### src/design/lslux_pkg.sv
`timescale 1ns / 1ps
// ----------------------------------------------------------------------------
// lslux_pkg
// Shared constants, types and helpers for the auto-ranging lux converter.
// ----------------------------------------------------------------------------
package lslux_pkg;

  localparam int FRACTION_BITS = 8;

  localparam int CODE_W  = 16;
  localparam int LUX_W   = 16;
  localparam int STAGE_W = 2;
  localparam int LIMIT_W = 16;
  localparam int DATA_W  = 32;
  localparam int ADDR_W  = 4;
  localparam int REG_IDX_W = 2;

  // code * 18 needs five more bits, the stage scale up to four
  localparam int CODE18_W    = CODE_W + 5;
  localparam int NUM_W       = CODE18_W + 4 + FRACTION_BITS;
  // top bits of the numerator stay below 625
  localparam int DIV1_TOP_W  = 9;
  localparam int DVD_W       = NUM_W - DIV1_TOP_W;
  localparam int RAW_W       = 15 + FRACTION_BITS;
  localparam int ACC_W       = 2 * RAW_W + 1;
  localparam int Q_W         = ACC_W - FRACTION_BITS;
  localparam int REM_W       = 14;
  localparam int CNT_W       = $clog2(DVD_W + 1);

  localparam logic [REM_W-1:0] DIV_RAW  = REM_W'(625);
  localparam logic [REM_W-1:0] DIV_LIN  = REM_W'(100);
  localparam logic [REM_W-1:0] DIV_QUAD = REM_W'(10000);

  localparam logic [RAW_W-1:0] K_LIN = RAW_W'(283);
  localparam logic [RAW_W-1:0] K_SQ  = RAW_W'(29);
  localparam logic [RAW_W-1:0] K_LT  = RAW_W'(22112);

  localparam logic [CNT_W-1:0] STEPS_RAW = CNT_W'(DVD_W);
  localparam logic [CNT_W-1:0] STEPS_LIN = CNT_W'(9);
  localparam logic [CNT_W-1:0] STEPS_SQ  = CNT_W'(RAW_W);
  localparam logic [CNT_W-1:0] STEPS_29  = CNT_W'(5);
  localparam logic [CNT_W-1:0] STEPS_LT  = CNT_W'(15);
  localparam logic [CNT_W-1:0] STEPS_LUX = CNT_W'(LUX_W);

  localparam logic [ACC_W-1:0] QUAD_BIAS = ACC_W'(185227) << FRACTION_BITS;

  localparam logic [STAGE_W-1:0] STAGE_X2      = 2'd0;
  localparam logic [STAGE_W-1:0] STAGE_X1      = 2'd1;
  localparam logic [STAGE_W-1:0] STAGE_QUARTER = 2'd2;
  localparam logic [STAGE_W-1:0] STAGE_EIGHTH  = 2'd3;

  localparam logic [REG_IDX_W-1:0] REG_LIMIT0 = 2'd0;
  localparam logic [REG_IDX_W-1:0] REG_LIMIT1 = 2'd1;
  localparam logic [REG_IDX_W-1:0] REG_LIMIT2 = 2'd2;
  localparam logic [REG_IDX_W-1:0] REG_LOW    = 2'd3;

  typedef struct packed {
    logic [LIMIT_W-1:0] limit0;
    logic [LIMIT_W-1:0] limit1;
    logic [LIMIT_W-1:0] limit2;
    logic [LIMIT_W-1:0] low_limit;
  } cfg_t;

  typedef struct packed {
    logic load;
    logic set_acc;
    logic step;
  } mac_ctl_t;

  typedef struct packed {
    logic load;
    logic step;
  } div_ctl_t;

  // code * 18 * scale * 2^F, the dividend of the raw lux division
  function automatic logic [NUM_W-1:0] raw_numerator(input logic [CODE_W-1:0] code,
                                                     input logic [STAGE_W-1:0] stage);
    logic [CODE18_W-1:0] c18;
    logic [NUM_W-1:0]    base;
    c18  = CODE18_W'({code, 4'b0}) + CODE18_W'({code, 1'b0});
    base = NUM_W'(c18) << FRACTION_BITS;
    case (stage)
      STAGE_X2:      raw_numerator = base;
      STAGE_X1:      raw_numerator = base << 1;
      STAGE_QUARTER: raw_numerator = base << 3;
      default:       raw_numerator = base << 4;
    endcase
  endfunction

endpackage

### src/design/light_sensor_autorange_lux_core.sv
`timescale 1ns / 1ps
// ----------------------------------------------------------------------------
// light_sensor_autorange_lux_core
// Auto-ranging lux converter: raw light counts in, gain requests or lux out.
// ----------------------------------------------------------------------------
// Readings enter on the meas channel (new_measurement, raw_code) and one
// result per reading leaves on the res channel. A result either asks for the
// next gain stage (switch_request, gain_stage_out) or carries the corrected
// lux, clipped to 65535 with lux_saturated.
// One reading at a time. A reading passes the serial raw-lux division
// (24 steps), then, unless a gain switch is requested, the serial
// multiply-accumulate (9, or 23 + 5 + 15 steps) and, unless the result
// saturates, the serial 16-step lux division; the block takes the next
// reading once the result has moved into the output register.
// The finished result sits in an output register, so a new reading is taken
// while it waits; a stalled receiver holds the next result in its final
// state until the register frees. Reset sets the gain stage to x2, restores
// the default limits and drops res_valid. Limits are to be written by the
// user over the APB port only while idle; the block does not enforce it.
// ----------------------------------------------------------------------------
module light_sensor_autorange_lux_core (
  input  logic                             clk,
  input  logic                             rst,
  input  logic                             psel,
  input  logic                             penable,
  input  logic                             pwrite,
  input  logic [lslux_pkg::ADDR_W-1:0]     paddr,
  input  logic [lslux_pkg::DATA_W-1:0]     pwdata,
  output logic [lslux_pkg::DATA_W-1:0]     prdata,
  output logic                             pready,
  input  logic                             meas_valid,
  output logic                             meas_ready,
  input  logic                             new_measurement,
  input  logic [lslux_pkg::CODE_W-1:0]     raw_code,
  output logic                             res_valid,
  input  logic                             res_ready,
  output logic                             switch_request,
  output logic [lslux_pkg::STAGE_W-1:0]    gain_stage_out,
  output logic [lslux_pkg::LUX_W-1:0]      lux_value,
  output logic                             lux_saturated
);
  import lslux_pkg::*;

  localparam logic [3:0] S_IDLE  = 4'd0;
  localparam logic [3:0] S_RAW   = 4'd1;
  localparam logic [3:0] S_CHECK = 4'd2;
  localparam logic [3:0] S_LIN   = 4'd3;
  localparam logic [3:0] S_SQ    = 4'd4;
  localparam logic [3:0] S_LD29  = 4'd5;
  localparam logic [3:0] S_SQ29  = 4'd6;
  localparam logic [3:0] S_LDLT  = 4'd7;
  localparam logic [3:0] S_LT    = 4'd8;
  localparam logic [3:0] S_FIN   = 4'd9;
  localparam logic [3:0] S_LUX   = 4'd10;
  localparam logic [3:0] S_GRAB  = 4'd11;
  localparam logic [3:0] S_PUT   = 4'd12;

  cfg_t                cfg;
  logic [3:0]          state;
  logic [CNT_W-1:0]    cnt;
  logic [STAGE_W-1:0]  gain_stage;
  logic [STAGE_W-1:0]  stage_use;
  logic [STAGE_W-1:0]  meas_stage;
  logic [RAW_W-1:0]    raw_q;
  logic                lin_sel;
  logic                res_switch;
  logic [STAGE_W-1:0]  res_stage;
  logic [LUX_W-1:0]    res_lux;
  logic                res_sat;

  logic                accept;
  logic                last_step;
  logic                out_load;
  logic [NUM_W-1:0]    num;
  logic [RAW_W-1:0]    raw_now;
  logic [LIMIT_W-1:0]  stage_limit;
  logic                over;
  logic                low;
  logic [Q_W-1:0]      q_val;
  logic [Q_W-17:0]     q_hi;
  logic [REM_W-1:0]    divisor_sel;
  logic                sat;

  mac_ctl_t            mac_ctl;
  logic [ACC_W-1:0]    mac_mcand;
  logic [RAW_W-1:0]    mac_mplier;
  logic [ACC_W-1:0]    mac_acc_in;
  logic [ACC_W-1:0]    acc;

  div_ctl_t            div_ctl;
  logic [REM_W-1:0]    div_rem;
  logic [DVD_W-1:0]    div_dvd;
  logic [REM_W-1:0]    div_divisor;
  logic [DVD_W-1:0]    div_quo;

  lslux_regs u_regs (
    .clk     (clk),
    .rst     (rst),
    .psel    (psel),
    .penable (penable),
    .pwrite  (pwrite),
    .paddr   (paddr),
    .pwdata  (pwdata),
    .prdata  (prdata),
    .pready  (pready),
    .cfg     (cfg)
  );

  lslux_smac u_mac (
    .clk       (clk),
    .ctl       (mac_ctl),
    .mcand_in  (mac_mcand),
    .mplier_in (mac_mplier),
    .acc_in    (mac_acc_in),
    .acc       (acc)
  );

  lslux_sdiv u_div (
    .clk        (clk),
    .ctl        (div_ctl),
    .rem_in     (div_rem),
    .dvd_in     (div_dvd),
    .divisor_in (div_divisor),
    .quo        (div_quo)
  );

  assign meas_ready = (state == S_IDLE);
  assign accept     = meas_valid & meas_ready;
  assign meas_stage = new_measurement ? STAGE_X2 : gain_stage;
  assign num        = raw_numerator(raw_code, meas_stage);
  assign last_step  = (cnt == CNT_W'(1));
  assign out_load   = (state == S_PUT) && (!res_valid || res_ready);

  assign raw_now = div_quo[RAW_W-1:0];

  always_comb begin
    case (stage_use)
      STAGE_X2: stage_limit = cfg.limit0;
      STAGE_X1: stage_limit = cfg.limit1;
      default:  stage_limit = cfg.limit2;
    endcase
  end

  assign over = (stage_use != STAGE_EIGHTH) &&
                (DVD_W'(raw_now) > {stage_limit, {FRACTION_BITS{1'b0}}});
  assign low  = DVD_W'(raw_now) < {cfg.low_limit, {FRACTION_BITS{1'b0}}};

  assign q_val       = acc[ACC_W-1:FRACTION_BITS];
  assign q_hi        = q_val[Q_W-1:LUX_W];
  assign divisor_sel = lin_sel ? DIV_LIN : DIV_QUAD;
  assign sat         = q_hi >= (Q_W-16)'(divisor_sel);

  // divider: raw lux on acceptance, lux after the accumulate
  always_comb begin
    div_ctl.load = accept || ((state == S_FIN) && !sat);
    div_ctl.step = (state == S_RAW) || (state == S_LUX);
    if (accept) begin
      div_rem     = REM_W'(num[NUM_W-1 -: DIV1_TOP_W]);
      div_dvd     = num[DVD_W-1:0];
      div_divisor = DIV_RAW;
    end else begin
      div_rem     = q_hi[REM_W-1:0];
      div_dvd     = {q_val[LUX_W-1:0], {FRACTION_BITS{1'b0}}};
      div_divisor = divisor_sel;
    end
  end

  // multiply-accumulate operand selection
  always_comb begin
    mac_ctl.load    = 1'b0;
    mac_ctl.set_acc = 1'b0;
    mac_ctl.step    = (state == S_LIN) || (state == S_SQ) ||
                      (state == S_SQ29) || (state == S_LT);
    mac_mcand       = ACC_W'(raw_q);
    mac_mplier      = K_LT;
    mac_acc_in      = '0;
    unique case (state)
      S_CHECK: begin
        mac_ctl.load    = !over;
        mac_ctl.set_acc = 1'b1;
        mac_mcand       = ACC_W'(raw_now);
        mac_mplier      = low ? K_LIN : raw_now;
      end
      S_LD29: begin
        mac_ctl.load    = 1'b1;
        mac_ctl.set_acc = 1'b1;
        mac_mcand       = ACC_W'(q_val);
        mac_mplier      = K_SQ;
        mac_acc_in      = QUAD_BIAS;
      end
      S_LDLT: begin
        mac_ctl.load    = 1'b1;
      end
      default: ;
    endcase
  end

  always_ff @(posedge clk) begin
    if (rst) begin
      state      <= S_IDLE;
      cnt        <= '0;
      gain_stage <= STAGE_X2;
    end else begin
      unique case (state)
        S_IDLE: begin
          if (accept) begin
            stage_use  <= meas_stage;
            gain_stage <= meas_stage;
            cnt        <= STEPS_RAW;
            state      <= S_RAW;
          end
        end
        S_RAW: begin
          cnt <= cnt - CNT_W'(1);
          if (last_step) begin
            state <= S_CHECK;
          end
        end
        S_CHECK: begin
          raw_q <= raw_now;
          if (over) begin
            gain_stage <= stage_use + STAGE_W'(1);
            res_switch <= 1'b1;
            res_stage  <= stage_use + STAGE_W'(1);
            res_lux    <= '0;
            res_sat    <= 1'b0;
            state      <= S_PUT;
          end else begin
            res_switch <= 1'b0;
            res_stage  <= stage_use;
            lin_sel    <= low;
            cnt        <= low ? STEPS_LIN : STEPS_SQ;
            state      <= low ? S_LIN : S_SQ;
          end
        end
        S_LIN: begin
          cnt <= cnt - CNT_W'(1);
          if (last_step) begin
            state <= S_FIN;
          end
        end
        S_SQ: begin
          cnt <= cnt - CNT_W'(1);
          if (last_step) begin
            state <= S_LD29;
          end
        end
        S_LD29: begin
          cnt   <= STEPS_29;
          state <= S_SQ29;
        end
        S_SQ29: begin
          cnt <= cnt - CNT_W'(1);
          if (last_step) begin
            state <= S_LDLT;
          end
        end
        S_LDLT: begin
          cnt   <= STEPS_LT;
          state <= S_LT;
        end
        S_LT: begin
          cnt <= cnt - CNT_W'(1);
          if (last_step) begin
            state <= S_FIN;
          end
        end
        S_FIN: begin
          if (sat) begin
            res_lux <= '1;
            res_sat <= 1'b1;
            state   <= S_PUT;
          end else begin
            res_sat <= 1'b0;
            cnt     <= STEPS_LUX;
            state   <= S_LUX;
          end
        end
        S_LUX: begin
          cnt <= cnt - CNT_W'(1);
          if (last_step) begin
            state <= S_GRAB;
          end
        end
        S_GRAB: begin
          res_lux <= div_quo[LUX_W-1:0];
          state   <= S_PUT;
        end
        S_PUT: begin
          if (out_load) begin
            state <= S_IDLE;
          end
        end
        default: state <= S_IDLE;
      endcase
    end
  end

  // output register
  always_ff @(posedge clk) begin
    if (rst) begin
      res_valid <= 1'b0;
    end else if (out_load) begin
      res_valid <= 1'b1;
    end else if (res_ready) begin
      res_valid <= 1'b0;
    end
  end

  always_ff @(posedge clk) begin
    if (out_load) begin
      switch_request <= res_switch;
      gain_stage_out <= res_stage;
      lux_value      <= res_lux;
      lux_saturated  <= res_sat;
    end
  end

endmodule

### src/design/lslux_regs.sv
`timescale 1ns / 1ps
// ----------------------------------------------------------------------------
// lslux_regs
// APB register bank holding the stage limits and the low-light limit.
// ----------------------------------------------------------------------------
module lslux_regs (
  input  logic                           clk,
  input  logic                           rst,
  input  logic                           psel,
  input  logic                           penable,
  input  logic                           pwrite,
  input  logic [lslux_pkg::ADDR_W-1:0]   paddr,
  input  logic [lslux_pkg::DATA_W-1:0]   pwdata,
  output logic [lslux_pkg::DATA_W-1:0]   prdata,
  output logic                           pready,
  output lslux_pkg::cfg_t                cfg
);
  import lslux_pkg::*;

  logic                 wr_en;
  logic [REG_IDX_W-1:0] idx;

  assign pready = 1'b1;
  assign wr_en  = psel & penable & pwrite & pready;
  assign idx    = paddr[ADDR_W-1:2];

  always_ff @(posedge clk) begin
    if (rst) begin
      cfg.limit0    <= LIMIT_W'(1880);
      cfg.limit1    <= LIMIT_W'(3760);
      cfg.limit2    <= LIMIT_W'(15000);
      cfg.low_limit <= LIMIT_W'(30);
    end else if (wr_en) begin
      unique case (idx)
        REG_LIMIT0: cfg.limit0    <= pwdata[LIMIT_W-1:0];
        REG_LIMIT1: cfg.limit1    <= pwdata[LIMIT_W-1:0];
        REG_LIMIT2: cfg.limit2    <= pwdata[LIMIT_W-1:0];
        REG_LOW:    cfg.low_limit <= pwdata[LIMIT_W-1:0];
        default: ;
      endcase
    end
  end

  always_comb begin
    unique case (idx)
      REG_LIMIT0: prdata = DATA_W'(cfg.limit0);
      REG_LIMIT1: prdata = DATA_W'(cfg.limit1);
      REG_LIMIT2: prdata = DATA_W'(cfg.limit2);
      REG_LOW:    prdata = DATA_W'(cfg.low_limit);
      default:    prdata = '0;
    endcase
  end

endmodule

### src/design/lslux_smac.sv
`timescale 1ns / 1ps
// ----------------------------------------------------------------------------
// lslux_smac
// Bit-serial shift-and-add multiply-accumulate, one multiplier bit per cycle.
// ----------------------------------------------------------------------------
module lslux_smac (
  input  logic                          clk,
  input  lslux_pkg::mac_ctl_t           ctl,
  input  logic [lslux_pkg::ACC_W-1:0]   mcand_in,
  input  logic [lslux_pkg::RAW_W-1:0]   mplier_in,
  input  logic [lslux_pkg::ACC_W-1:0]   acc_in,
  output logic [lslux_pkg::ACC_W-1:0]   acc
);
  import lslux_pkg::*;

  logic [ACC_W-1:0] mcand;
  logic [RAW_W-1:0] mplier;

  always_ff @(posedge clk) begin
    if (ctl.load) begin
      mcand  <= mcand_in;
      mplier <= mplier_in;
      if (ctl.set_acc) begin
        acc <= acc_in;
      end
    end else if (ctl.step) begin
      if (mplier[0]) begin
        acc <= acc + mcand;
      end
      mcand  <= mcand << 1;
      mplier <= mplier >> 1;
    end
  end

endmodule

### src/design/lslux_sdiv.sv
`timescale 1ns / 1ps
// ----------------------------------------------------------------------------
// lslux_sdiv
// Restoring divider, one quotient bit per cycle, dividend shifted in msb first.
// ----------------------------------------------------------------------------
module lslux_sdiv (
  input  logic                          clk,
  input  lslux_pkg::div_ctl_t           ctl,
  input  logic [lslux_pkg::REM_W-1:0]   rem_in,
  input  logic [lslux_pkg::DVD_W-1:0]   dvd_in,
  input  logic [lslux_pkg::REM_W-1:0]   divisor_in,
  output logic [lslux_pkg::DVD_W-1:0]   quo
);
  import lslux_pkg::*;

  logic [REM_W-1:0] rem;
  logic [DVD_W-1:0] dvd;
  logic [REM_W-1:0] divisor;
  logic [REM_W:0]   trial;
  logic [REM_W:0]   diff;
  logic             fits;

  assign trial = {rem, dvd[DVD_W-1]};
  assign fits  = trial >= {1'b0, divisor};
  assign diff  = trial - {1'b0, divisor};

  always_ff @(posedge clk) begin
    if (ctl.load) begin
      rem     <= rem_in;
      dvd     <= dvd_in;
      divisor <= divisor_in;
      quo     <= '0;
    end else if (ctl.step) begin
      rem <= fits ? diff[REM_W-1:0] : trial[REM_W-1:0];
      dvd <= dvd << 1;
      quo <= {quo[DVD_W-2:0], fits};
    end
  end

endmodule

### config.mk
export PLATFORM = sky130hd
export DESIGN_NAME = light_sensor_autorange_lux_core
export DESIGN_NICKNAME = d
export VERILOG_FILES = /design/src/design/lslux_pkg.sv /design/src/design/light_sensor_autorange_lux_core.sv /design/src/design/lslux_regs.sv /design/src/design/lslux_smac.sv /design/src/design/lslux_sdiv.sv
export SDC_FILE = /design/constraint.sdc
export NUM_CORES = 1
export LEC_CHECK = 0
export BUFFER_PORTS_ARGS = -buffer_cell sky130_fd_sc_hd__buf_4
export CORE_ASPECT_RATIO = 1.2
export CORE_MARGIN = 2
export CORE_UTILIZATION = 63
export CTS_CLUSTER_DIAMETER = 50
export DETAILED_ROUTE_END_ITERATION = 7
export GPL_ROUTABILITY_DRIVEN = 1
export GPL_TIMING_DRIVEN = 0
export PLACE_DENSITY = 0.82
export SLEW_MARGIN = 5
export SYNTH_ARGS = -nofsm -noshare
export SYNTH_HDL_FRONTEND = slang
export SYNTH_HIERARCHICAL = 1
export SYNTH_SLANG_ARGS = --single-unit
### constraint.sdc
create_clock -name clk -period 7.7 [get_ports clk]
set_input_delay 1.54 -clock clk [delete_from_list [all_inputs] [get_ports clk]]
set_output_delay 1.54 -clock clk [all_outputs]
set_load 0.01 [all_outputs]
* Word-level counts from Yosys, hierarchy flattened *
Cells that the tools add are included.

word-level totals
  register bits after elaboration = 334
  bits of input ports = 60
  logic and storage cells = 168

operators by class
  mux-type cells = 55
  reduce and logical (&&, ||, !) cells = 41
  bitwise operators = 5
  equal/unequal tests = 32
  magnitude comparators = 4
  add/sub/neg operators = 5

operator list
  kind                                                                    number
  47-bit 2-to-1 mux                                                       6
  32-bit one-hot mux with 4 select lines                                  1
  33-bit one-hot mux with 3 select lines                                  1
  39-bit one-hot mux with 2 select lines                                  1
  24-bit 2-to-1 mux                                                       3
  14-bit 2-to-1 mux                                                       5
  23-bit 2-to-1 mux                                                       3
  16-bit one-hot mux with 3 select lines                                  1
  4-bit one-hot mux with 12 select lines                                  1
  47-bit adder                                                            1
  23-bit one-hot mux with 2 select lines                                  1
  16-bit 2-to-1 mux                                                       2
  4-bit 2-to-1 mux                                                        8
  16-bit one-hot mux with 2 select lines                                  1
  5-bit one-hot mux with 6 select lines                                   1
  26-bit 2-to-1 mux                                                       1
  23-bit by 24-bit greater-than comparator with 1-bit output              1
  23-bit by 24-bit < comparator with 1-bit output                         1
  23-bit by 14-bit >= comparator with 1-bit output                        1
  2-bit != test (second input constant)                                   11
  20-bit by 17-bit adder with 21-bit output                               1
  4-bit equality test (second input constant)                             5
  5-bit 2-to-1 mux                                                        4
  4-bit by 3-bit equality test with 1-bit output (second input constant)  4
  other kinds (31)                                                        77

* Depth between registers and ports, before layout *
Gate-level depths: netlist of the first run.

  depth after elaboration = 8
  depth in mapped cells = 21
  depth with buffers taken out = 16

* By module *
The synthesis of the first run kept the hierarchy.

modules (own cells, without submodules)
  module                           cells an instance  seq. area each (µm²)  times used  area each (µm²)
  lslux_smac                       699                3513.4                1           7621.1
  light_sensor_autorange_lux_core  813                2222.1                1           6652.6
  lslux_sdiv                       314                2042.0                1           3756.1
  lslux_regs                       297                1281.2                1           3085.5

* Worst setup path after synthesis of the first run *
Ideal clock, no wire load.

  path type = register -> register
  start = register stage_use[0]
  end = register u_mac/acc[0] in the netlist's numbering, enable pin
  setup time = 0.517 ns
  path buffers = 5
  slack = 0.605 ns
  data arrival time = 6.578 ns
  data required time = 7.183 ns
  cell stages (with the launch flop) = 18
  clock period less this slack = 7.095 ns
  cells stage by stage = edfxtp_1 inv_1 ha_1 buf_2 nor2_1 clkbuf_1 a21oi_1 ha_1 nand4_1 nor4_1 o21ai_1 a31oi_1 buf_2 nor2_1 a21o_1 buf_6 buf_4 o21ai_0

RTL lines
  what                    RTL line                                text
  from (decl)             light_sensor_autorange_lux_core.sv:62   logic [STAGE_W-1:0] stage_use;
  from (signal assigned)  light_sensor_autorange_lux_core.sv:207  stage_use <= meas_stage;
  to (signal assigned)    lslux_smac.sv:24                        acc <= acc_in;
  to (signal assigned)    lslux_smac.sv:28                        acc <= acc + mcand;
  to (decl)               lslux_smac.sv:12                        output logic [lslux_pkg::ACC_W-1:0] acc

==> results of run 1 <==
[worst min path at each step]
stage | end | slack [ps] | cells after the start
floorplan | gain_stage_out[0] | 400 | 0
finish | lux_value[5] | 420 | 0
global route | lux_value[5] | 430 | 0
detailed placement | gain_stage_out[1] | 410 | 0
global placement | lux_value[9] | 400 | 0
CTS | lux_value[14] | 420 | 0
[through the flow]
stage / instances / util [%] / TNS, ps / hold WS [ps]
finish: 2790 / 72.0 / 0 / 425
floorplan: 2192 / - / 0 / 400
global placement: 2720 / 68.1 / -115380 / 403
CTS: 2790 / 72.0 / 0 / 423
detailed placement: 2724 / 68.3 / 0 / 406
global route: 2790 / 72.0 / 0 / 429
[registers in the layout (all words and copies together) (netlist names), 2 cells and up]
signal,count
u_mac/acc,47
u_mac/mcand,47
res_lux,16
u_div/rem,14
state,4
cnt,5
gain_stage_out,2
u_mac/mplier,23
res_stage,2
u_div/dvd,24
u_div/quo,23
u_div/divisor,14
gain_stage,2
raw_q,23
lux_value,16
u_regs/cfg,64
stage_use,2
[per-layer routing]
layer | wire length, um | share of wire [%]
met1 | 21900 | 37
met2 | 30100 | 51
met4 | 3660 | 6.2
met5 | 0 | 0
met3 | 3780 | 6.4
[layout make-up]
class	count	area [um^2]
Multi-Input combinational cell	1638	11400
Timing Repair Buffer	82	652
Fill cell	2547	9260
Sequential cell	334	9040
Inverter	84	315
Clock buffer	45	997
Tap cell	450	563
Buffer	136	661
Clock inverter	21	216
[power groups by stage]
stage | combinational [mW] | clock, mW | sequential [mW]
5_1_grt | 4.79 | 1.86 | 3.08
6_report | 4.39 | 1.77 | 3.05
2_1_floorplan | 3.31 | 0 | 2.92
3_3_place_gp | 4.10 | 0 | 3.08
4_1_cts | 4.31 | 1.79 | 3.04
3_5_place_dp | 4.27 | 0 | 3.07
[cells in the final DEF (no fill, tap or decap), types with 19 or more instances in the layout]
cell         n
and3_1      25
a21o_1      32
xor2_1      26
nand2b_1    58
mux2_2      97
nor2_1     156
and2_1      24
a21oi_1    126
buf_4       97
dfxtp_1     99
conb_1      75
edfxtp_1   235
buf_2       23
nor3_1      34
clkbuf_1    81
a22oi_1     29
inv_1       79
mux2i_1     87
nand2_1    248
xnor2_1     38
nand3_1     29
nor2b_1     20
o21ai_0    105
o21ai_1     19
ha_1       115
nand4_1     20
clkbuf_16   38
==> impl_metrics.py, run 1 <==
metrics = {
    "sta": {
        "finalCritPeriodShare_pct": 85.0,
        "setup_ws_ps": 1150,
        "min_period_ps": 6550,
        "grt_setup_unrepaired": "false",
        "fmax_mhz": 153,
        "setup_viol": 0,
        "finClkSkew_ps": 19.2,
        "maxSlewViolCount": 0,
        "tightest_slew_ps": 1340,
        "hold_viol": 0,
        "relSlewSlack_pct": 10.2,
    },
    "place": {
        "dpl.hpwl_mm": 44.2,
        "port_buffers": 78,
        "postPlaceCellArea_um2": 22600,
        "place_ws_ps": 1370,
        "place_congestion": 0.995,
    },
    "pwr": {
        "peakVddDrop_mv": 0.184,
        "p_sw_mw": 3.69,
        "power_density_nw_per_um2": 387,
        "pwr-share-comb_pct": 47.7,
        "leakagePower_nw": 9.55,
        "power_mw": 9.21,
        "power_frac_seq_pct": 33.1,
        "p_int_mw": 5.52,
        "switching_share_pct": 40.1,
        "clockPowerShare_pct": 19.2,
    },
    "floorplan": {
        "die_x_um": 171,
        "ios": 115,
        "row_count": 73,
        "die_area_um2": 34900,
        "core_um2": 33100,
        "start_util_pct": 63.8,
        "die_y_um": 204,
    },
    "finish": {
        "drive_above_1_share_pct": 15.3,
        "fin_area_um2": 23800,
        "diodes": 0,
        "nets": 2491,
        "area_growth_syn_to_layout_pct": 12.9,
    },
    "setup_path": {
        "crit_path_start_kind": "register",
        "path_depth": 19,
        "crit_slowest_cell": "or2_4",
        "cp_common_cell": "clkbuf_1",
        "crit_chain": "inv_1 > ha_1 > buf_2 > nor2_1 > clkbuf_1 > a21oi_1 > ha_1 > nand4_1 > nor4_1 > a21bo_1 > a31oi_1 > buf_2 > nor2_1 > a21o_1 > buf_6 > clkbuf_1 > clkbuf_1 > or2_4 > buf_12",
        "crit_required_ps": 7940,
        "r2r_cells": 19,
        "crit_family": "buffers and inverters",
        "crit_end": "u_mac/mplier[15]",
        "crit_path_max_incr_delay_ps": 590,
        "path_buf_inv": 8,
        "worstPathMaxFanout": 38,
        "endpoint_kind": "register",
        "r2r_slack_ps": 1150,
        "path_class": "reg -> reg",
        "r2r-end": "u_mac/mplier[15]",
        "r2r_start": "stage_use[0]",
        "critPathArrivalTime_ps": 6780,
        "crit_start": "stage_use[0]",
    },
    "drt": {
        "finalWirelength_mm": 59.5,
        "drt_pre_antenna_iters": 5,
        "viasPerCell": 6.32,
        "antenna_left": 0,
        "wire_per_inst_um": 21.3,
        "drc": 0,
        "drtIter0Drc": 1526,
        "vias": 17600,
    },
    "grt": {
        "met2_usage_pct": 60.4,
        "grt_pass1_wl_mm": 92.2,
        "grt_busiest_layer": "met2",
        "grtUsageTotal_pct": 34.0,
        "grt_start_max_net_pins": 39,
        "gr-usage-met1_pct": 39.3,
        "globalRouteMet3Util_pct": 4.07,
        "grt-ovfl-total": 0,
        "antenna_found_initial": 0,
        "grt_pass1_vias": 17400,
    },
    "clock_network": {
        "post_cts_resized": 0,
        "clock_sinks": 334,
        "cts_setup_buffers": 0,
        "clock_latency_ps": 550,
        "cts.clk_slew.worst_paths_ps": 60,
        "cts_buffers": 37,
        "cts_tree": "built",
        "cts_buffer_depth": 3,
        "cts.root.buffer_cell": "clkbuf_16",
        "htree_levels": 2,
        "hold_buffers": 0,
    },
    "logic_synthesis": {
        "avgSynthCellArea_um2": 9.94,
        "yosysWarnings": 6,
        "syn_inst": 2120,
        "netlist_area_um2": 21100,
    },
    "worst_hold_path": {
        "worstHoldPathType": "reg -> reg",
        "min_from": "res_lux[5]",
    },
    "run": {
        "max-cap-violations": 0,
    },
    "run_status": {
        "status": "finished clean",
    },
}
Power figures use the tool's default switching activity.
==> run 2: changes to the inputs <==
--- a/config.mk
+++ b/config.mk
@@ -15,3 +15,3 @@
 export GPL_TIMING_DRIVEN = 0
-export PLACE_DENSITY = 0.82
+export PLACE_DENSITY = 0.83
 export SLEW_MARGIN = 5
==> constraint.sdc (replaced) <==
create_clock -name clk -period 7.7 [get_ports clk]
set_input_delay 1.925 -clock clk [delete_from_list [all_inputs] [get_ports clk]]
set_output_delay 1.925 -clock clk [all_outputs]
set_load 0.01 [all_outputs]
==> impl_metrics.py, run 2 (synthesis gave the netlist of run 1 again) <==
metrics = {
    "clock_network": {
        "cts_buffers": 39,
        "clock_sinks": 334,
        "hold_buffers": 0,
        "post_cts_resized": 0,
        "cts.clk_slew.worst_paths_ps": 60,
        "cts.root.buffer_cell": "clkbuf_16",
        "cts_tree": "built",
        "cts_buffer_depth": 3,
        "cts_setup_buffers": 0,
        "htree_levels": 2,
        "clock_latency_ps": 540,
    },
    "floorplan": {
        "ios": 115,
        "die_x_um": 171,
        "die_y_um": 204,
        "core_um2": 33100,
        "die_area_um2": 34900,
        "start_util_pct": 63.8,
        "row_count": 73,
    },
    "drt": {
        "viasPerCell": 6.25,
        "finalWirelength_mm": 58.6,
        "vias": 17500,
        "antenna_left": 0,
        "drc": 1,
        "drtIter0Drc": 1674,
        "drt_pre_antenna_iters": 8,
        "wire_per_inst_um": 20.9,
    },
    "grt": {
        "antenna_found_initial": 1,
        "grtUsageTotal_pct": 33.6,
        "grt_start_max_net_pins": 61,
        "grt_pass1_wl_mm": 91.3,
        "grt-ovfl-total": 0,
        "grt_pass1_vias": 17500,
    },
    "finish": {
        "drive_above_1_share_pct": 15.7,
        "fin_area_um2": 24000,
        "final_cell_mix": "248 x nand2_1, 235 x edfxtp_1, 156 x nor2_1",
        "diodes": 0,
        "post-route-util_pct": 72.5,
        "nets": 2493,
        "final_common_cell": "nand2_1",
        "reg.largest.list": "u_regs/cfg: 64 flops, u_mac/acc: 47 flops, u_mac/mcand: 47 flops",
        "fillers": 2406,
        "area_growth_syn_to_layout_pct": 13.7,
        "largest_reg_flops": 64,
        "largest_register": "u_regs/cfg",
    },
    "sta": {
        "finalCritPeriodShare_pct": 80.8,
        "tightest_slew_ps": 1300,
        "fmax_mhz": 161,
        "maxSlewViolCount": 0,
        "min_period_ps": 6220,
        "relSlewSlack_pct": 12.6,
        "grt_setup_unrepaired": "false",
        "finClkSkew_ps": 21.7,
        "setup_viol": 0,
        "hold_viol": 0,
    },
    "place": {
        "port_buffers": 78,
        "dpl.hpwl_mm": 43.4,
        "place_congestion": 0.967,
        "postPlaceCellArea_um2": 22600,
    },
    "pwr": {
        "leakagePower_nw": 9.62,
        "peakVddDrop_mv": 0.249,
        "power_density_nw_per_um2": 391,
    },
    "setup_path": {
        "crit_path_start_kind": "register",
        "crit_start": "stage_use[0]",
        "path_class": "reg -> reg",
        "worstPathMaxFanout": 60,
        "crit_chain": "inv_1 > ha_1 > buf_2 > nor2_1 > clkbuf_1 > a21oi_1 > ha_1 > nand4_1 > nor4_1 > a21bo_1 > a31oi_1 > buf_2 > nor2_1 > a21o_1 > buf_6 > clkbuf_1 > clkbuf_1 > or2_4 > buf_16",
        "crit_family": "buffers and inverters",
        "path_buf_inv": 8,
        "r2r_slack_ps": 1480,
        "r2r-end": "u_mac/mplier[15]",
        "path_depth": 19,
        "crit_slowest_cell": "clkbuf_1",
        "endpoint_kind": "register",
        "cp_common_cell": "clkbuf_1",
        "r2r_start": "stage_use[0]",
        "critPathArrivalTime_ps": 6420,
        "crit_end": "u_mac/mplier[15]",
        "r2r_cells": 19,
        "crit_path_max_incr_delay_ps": 530,
        "crit_required_ps": 7900,
    },
    "worst_hold_path": {
        "worstHoldPathType": "reg -> reg",
    },
    "run_status": {
        "violations": "design-rule violations",
        "status": "complete, but fails checks",
    },
    "run": {
        "max-cap-violations": 0,
    },
}
run 2: layer usage:
| layer | part of all wire [%] | vias to the layer above | wire, um | global-route usage, % |
|---|---|---|---|---|
| met3 | 6.8 | 252 | 3950 | 4.74 |
| met4 | 6.2 | 0 | 3630 | 20.2 |
| met2 | 50 | 793 | 29400 | 59.1 |
| li1 | - | 8110 | - | - |
| met1 | 37 | 8319 | 21600 | 38.6 |
| met5 | 0 | - | 0 | 0 |
run 2: final cells by class:
cell class                      instances  area, um^2  share of cell area (%)
Buffer                                136         661                    2.76
Clock buffer                           46        1090                    4.53
Clock inverter                         25         265                    1.11
Inverter                               84         315                    1.32
Multi-Input combinational cell       1638       11400                    47.4
Sequential cell                       334        9040                    37.7
Tap cell                              450         563                    2.35
Timing Repair Buffer                   82         683                    2.85
run 2: how the worst min path moves through the flow:
stage                 start           endpoint  slack, ps  cells past startpoint
2_1_floorplan  res_stage[0]  gain_stage_out[0]        400                      0
4_1_cts          res_lux[4]       lux_value[4]        420                      0
6_report         res_lux[4]       lux_value[4]        420                      0
3_3_place_gp     res_lux[4]       lux_value[4]        400                      0
5_1_grt          res_lux[5]       lux_value[5]        420                      0
3_5_place_dp     res_lux[4]       lux_value[4]        400                      0
run 2: metrics by stage:
step | hold slack [ps] | setup TNS (ps) | cells | power [mW] | worst slack [ps]
6_report | 419 | 0 | 2795 | 9.37 | 1480
5_1_grt | 424 | 0 | 2795 | 9.90 | 1190
4_1_cts | 419 | 0 | 2795 | 9.30 | 1600
3_5_place_dp | 405 | 0 | 2724 | 7.35 | 1610
3_3_place_gp | 403 | -118090 | 2720 | 7.17 | -2520
2_1_floorplan | 400 | 0 | 2192 | 6.23 | 605
run 2: power by group:
group          leakage, nW  internal (mW)  switching, mW  total, mW
combinational         5.97           1.78           2.63       4.41
sequential            2.99           2.73          0.310       3.04
clock                0.655           1.13          0.790       1.92
==> run 3: changes to the inputs <==
- ABC_AREA: not set -> 1
- clock period: 7.7 -> 6.2 ns (I/O delays scaled with it)
==> impl_metrics.py, run 3 <==
metrics = {
    "clock_network": {
        "hold_buffers": 0,
        "cts_buffer_depth": 3,
        "cts_tree": "built",
        "cts.root.buffer_cell": "clkbuf_16",
        "cts_buffers": 38,
        "cts.clk_slew.worst_paths_ps": 70,
        "cts_setup_buffers": 0,
        "clock_latency_ps": 560,
        "clock_sinks": 334,
        "post_cts_resized": 0,
        "htree_levels": 2,
    },
    "finish": {
        "reg.largest.list": "u_regs/cfg: 64 flops, u_mac/acc: 47 flops, u_mac/mcand: 47 flops",
        "final_cell_mix": "1228 x nand2_1, 427 x inv_1, 247 x nor2_1",
        "drive_above_1_share_pct": 11.0,
        "fillers": 2977,
        "largest_register": "u_regs/cfg",
        "area_growth_syn_to_layout_pct": 12.3,
        "nets": 3596,
        "largest_reg_flops": 64,
        "final_common_cell": "nand2_1",
    },
    "worst_hold_path": {
        "min_from": "res_lux[2]",
        "worstHoldPathType": "reg -> reg",
    },
    "floorplan": {
        "ios": 115,
        "die_area_um2": 37800,
        "die_x_um": 178,
        "core_um2": 35800,
        "row_count": 76,
        "die_y_um": 213,
        "start_util_pct": 63.7,
    },
    "pwr": {
        "leakagePower_nw": 12.5,
        "peakVddDrop_mv": 0.289,
        "power_density_nw_per_um2": 442,
    },
    "grt": {
        "grt-ovfl-total": 0,
        "grtUsageTotal_pct": 37.3,
        "grt_pass1_wl_mm": 109,
        "antenna_found_initial": 0,
        "grt_pass1_vias": 21200,
        "grt_start_max_net_pins": 48,
    },
    "sta": {
        "grt_setup_unrepaired": "false",
        "min_period_ps": 5440,
        "fmax_mhz": 184,
        "setup_viol": 0,
        "tightest_slew_ps": 1130,
        "finalSetupTns_ps": 0,
        "finClkSkew_ps": 28.5,
        "setup_ws_ps": 764,
        "maxSlewViolCount": 0,
        "relSlewSlack_pct": 24.7,
        "finalCritPeriodShare_pct": 87.7,
        "hold_viol": 0,
    },
    "setup_path": {
        "r2r_slack_ps": 760,
        "critPathArrivalTime_ps": 5660,
        "worstPathMaxFanout": 45,
        "r2r-end": "u_mac/mcand[2]",
        "endpoint_kind": "register",
        "crit_end": "u_mac/mcand[2]",
        "crit_start": "stage_use[0]",
        "r2r_start": "stage_use[0]",
        "path_class": "reg -> reg",
        "crit_path_start_kind": "register",
        "crit_required_ps": 6430,
        "r2r_cells": 18,
    },
    "place": {
        "dpl.hpwl_mm": 55.0,
        "place_congestion": 1.03,
        "place_ws_ps": 956,
        "port_buffers": 79,
    },
    "drt": {
        "antenna_left": 0,
        "drc": 16,
        "viasPerCell": 5.61,
        "drt_pre_antenna_iters": 8,
        "vias": 22000,
        "finalWirelength_mm": 70.1,
        "drtIter0Drc": 2132,
        "wire_per_inst_um": 17.9,
    },
    "run_status": {
        "status": "complete, but fails checks",
        "violations": "design-rule violations",
    },
    "logic_synthesis": {
        "yosysWarnings": 6,
        "avgSynthCellArea_um2": 7.09,
        "netlist_area_um2": 22800,
        "syn_inst": 3223,
    },
    "run": {
        "max-cap-violations": 0,
    },
}
[run 3: cell types whose count changed in the layout (fill, tap and decap cells not counted), moves of 28 or more]
| cell | change |
|---|---|
| mux2_2 | -97 |
| nand2_1 | +980 |
| a21oi_1 | -38 |
| nor2_2 | +47 |
| inv_2 | +31 |
| o21ai_0 | -52 |
| clkbuf_1 | -37 |
| inv_1 | +348 |
| mux2i_1 | -87 |
| nor2_1 | +91 |
| nand4_1 | +28 |
| nand3_1 | +200 |
| nand2b_1 | -58 |
[run 3: worst max-delay path, cell delays in order (launching register included)]
cell and delay, ps:
edfxtp_1 440, inv_1 150, ha_1 190, buf_2 230
clkbuf_1 500, a22o_1 250, a21oi_1 50, ha_1 310
a21oi_1 130, o21bai_1 100, a21oi_1 270, nand2_1 130
nand2_1 210, nand2_1 130, o21ai_0 160, buf_2 310
clkbuf_1 680, or2_4 530, buf_12 310
[run 3: where the power goes]
group / internal (mW) / switching [mW] / total (mW)
logic: 1.74 / 3.75 / 5.49
registers: 3.21 / 0.321 / 3.53
clock network: 1.33 / 0.983 / 2.31
[run 3: final cells by class]
| class | instances | area (um^2) | share of cell area, % |
|---|---|---|---|
| Multi-Input combinational cell | 2389 | 11800 | 45.8 |
| Sequential cell | 334 | 9040 | 35.2 |
| Inverter | 465 | 1750 | 6.83 |
| Clock buffer | 43 | 980 | 3.82 |
| Timing Repair Buffer | 83 | 663 | 2.59 |
| Buffer | 107 | 586 | 2.28 |
| Tap cell | 468 | 586 | 2.28 |
| Clock inverter | 26 | 288 | 1.12 |
| Antenna cell | 1 | 2.50 | 0.00976 |
[run 3: per-stage QoR]
stage          hold WS [ps]  util [%]  cells  area, um^2  total power [mW]
3_5_place_dp            405      68.0   3846       24400              8.87
6_report                422      71.5   3916       25600              11.3
2_1_floorplan           400         -   3295       23100              7.33
5_1_grt                 429      71.5   3915       25600              12.0
3_3_place_gp            405      67.8   3842       24300              8.70
4_1_cts                 420      71.5   3915       25600              11.2
[run 3: worst min path at each step]
stage | to | slack [ps] | depth (start not counted)
2_1_floorplan | gain_stage_out[0] | 400 | 0
3_3_place_gp | lux_value[4] | 410 | 0
3_5_place_dp | lux_value[13] | 400 | 0
4_1_cts | lux_saturated | 420 | 0
5_1_grt | lux_value[9] | 430 | 0
6_report | lux_value[2] | 420 | 0
[run 3: metal layers]
layer | global-route usage, % | part of all wire [%] | wire length [um] | up-vias
li1 | - | - | - | 10600
met1 | 42.0 | 37 | 25800 | 10100
met2 | 66.2 | 50 | 34700 | 1020
met3 | 5.94 | 7.2 | 5040 | 288
met4 | 22.2 | 6.4 | 4510 | 0
met5 | 0 | 0 | 0 | -
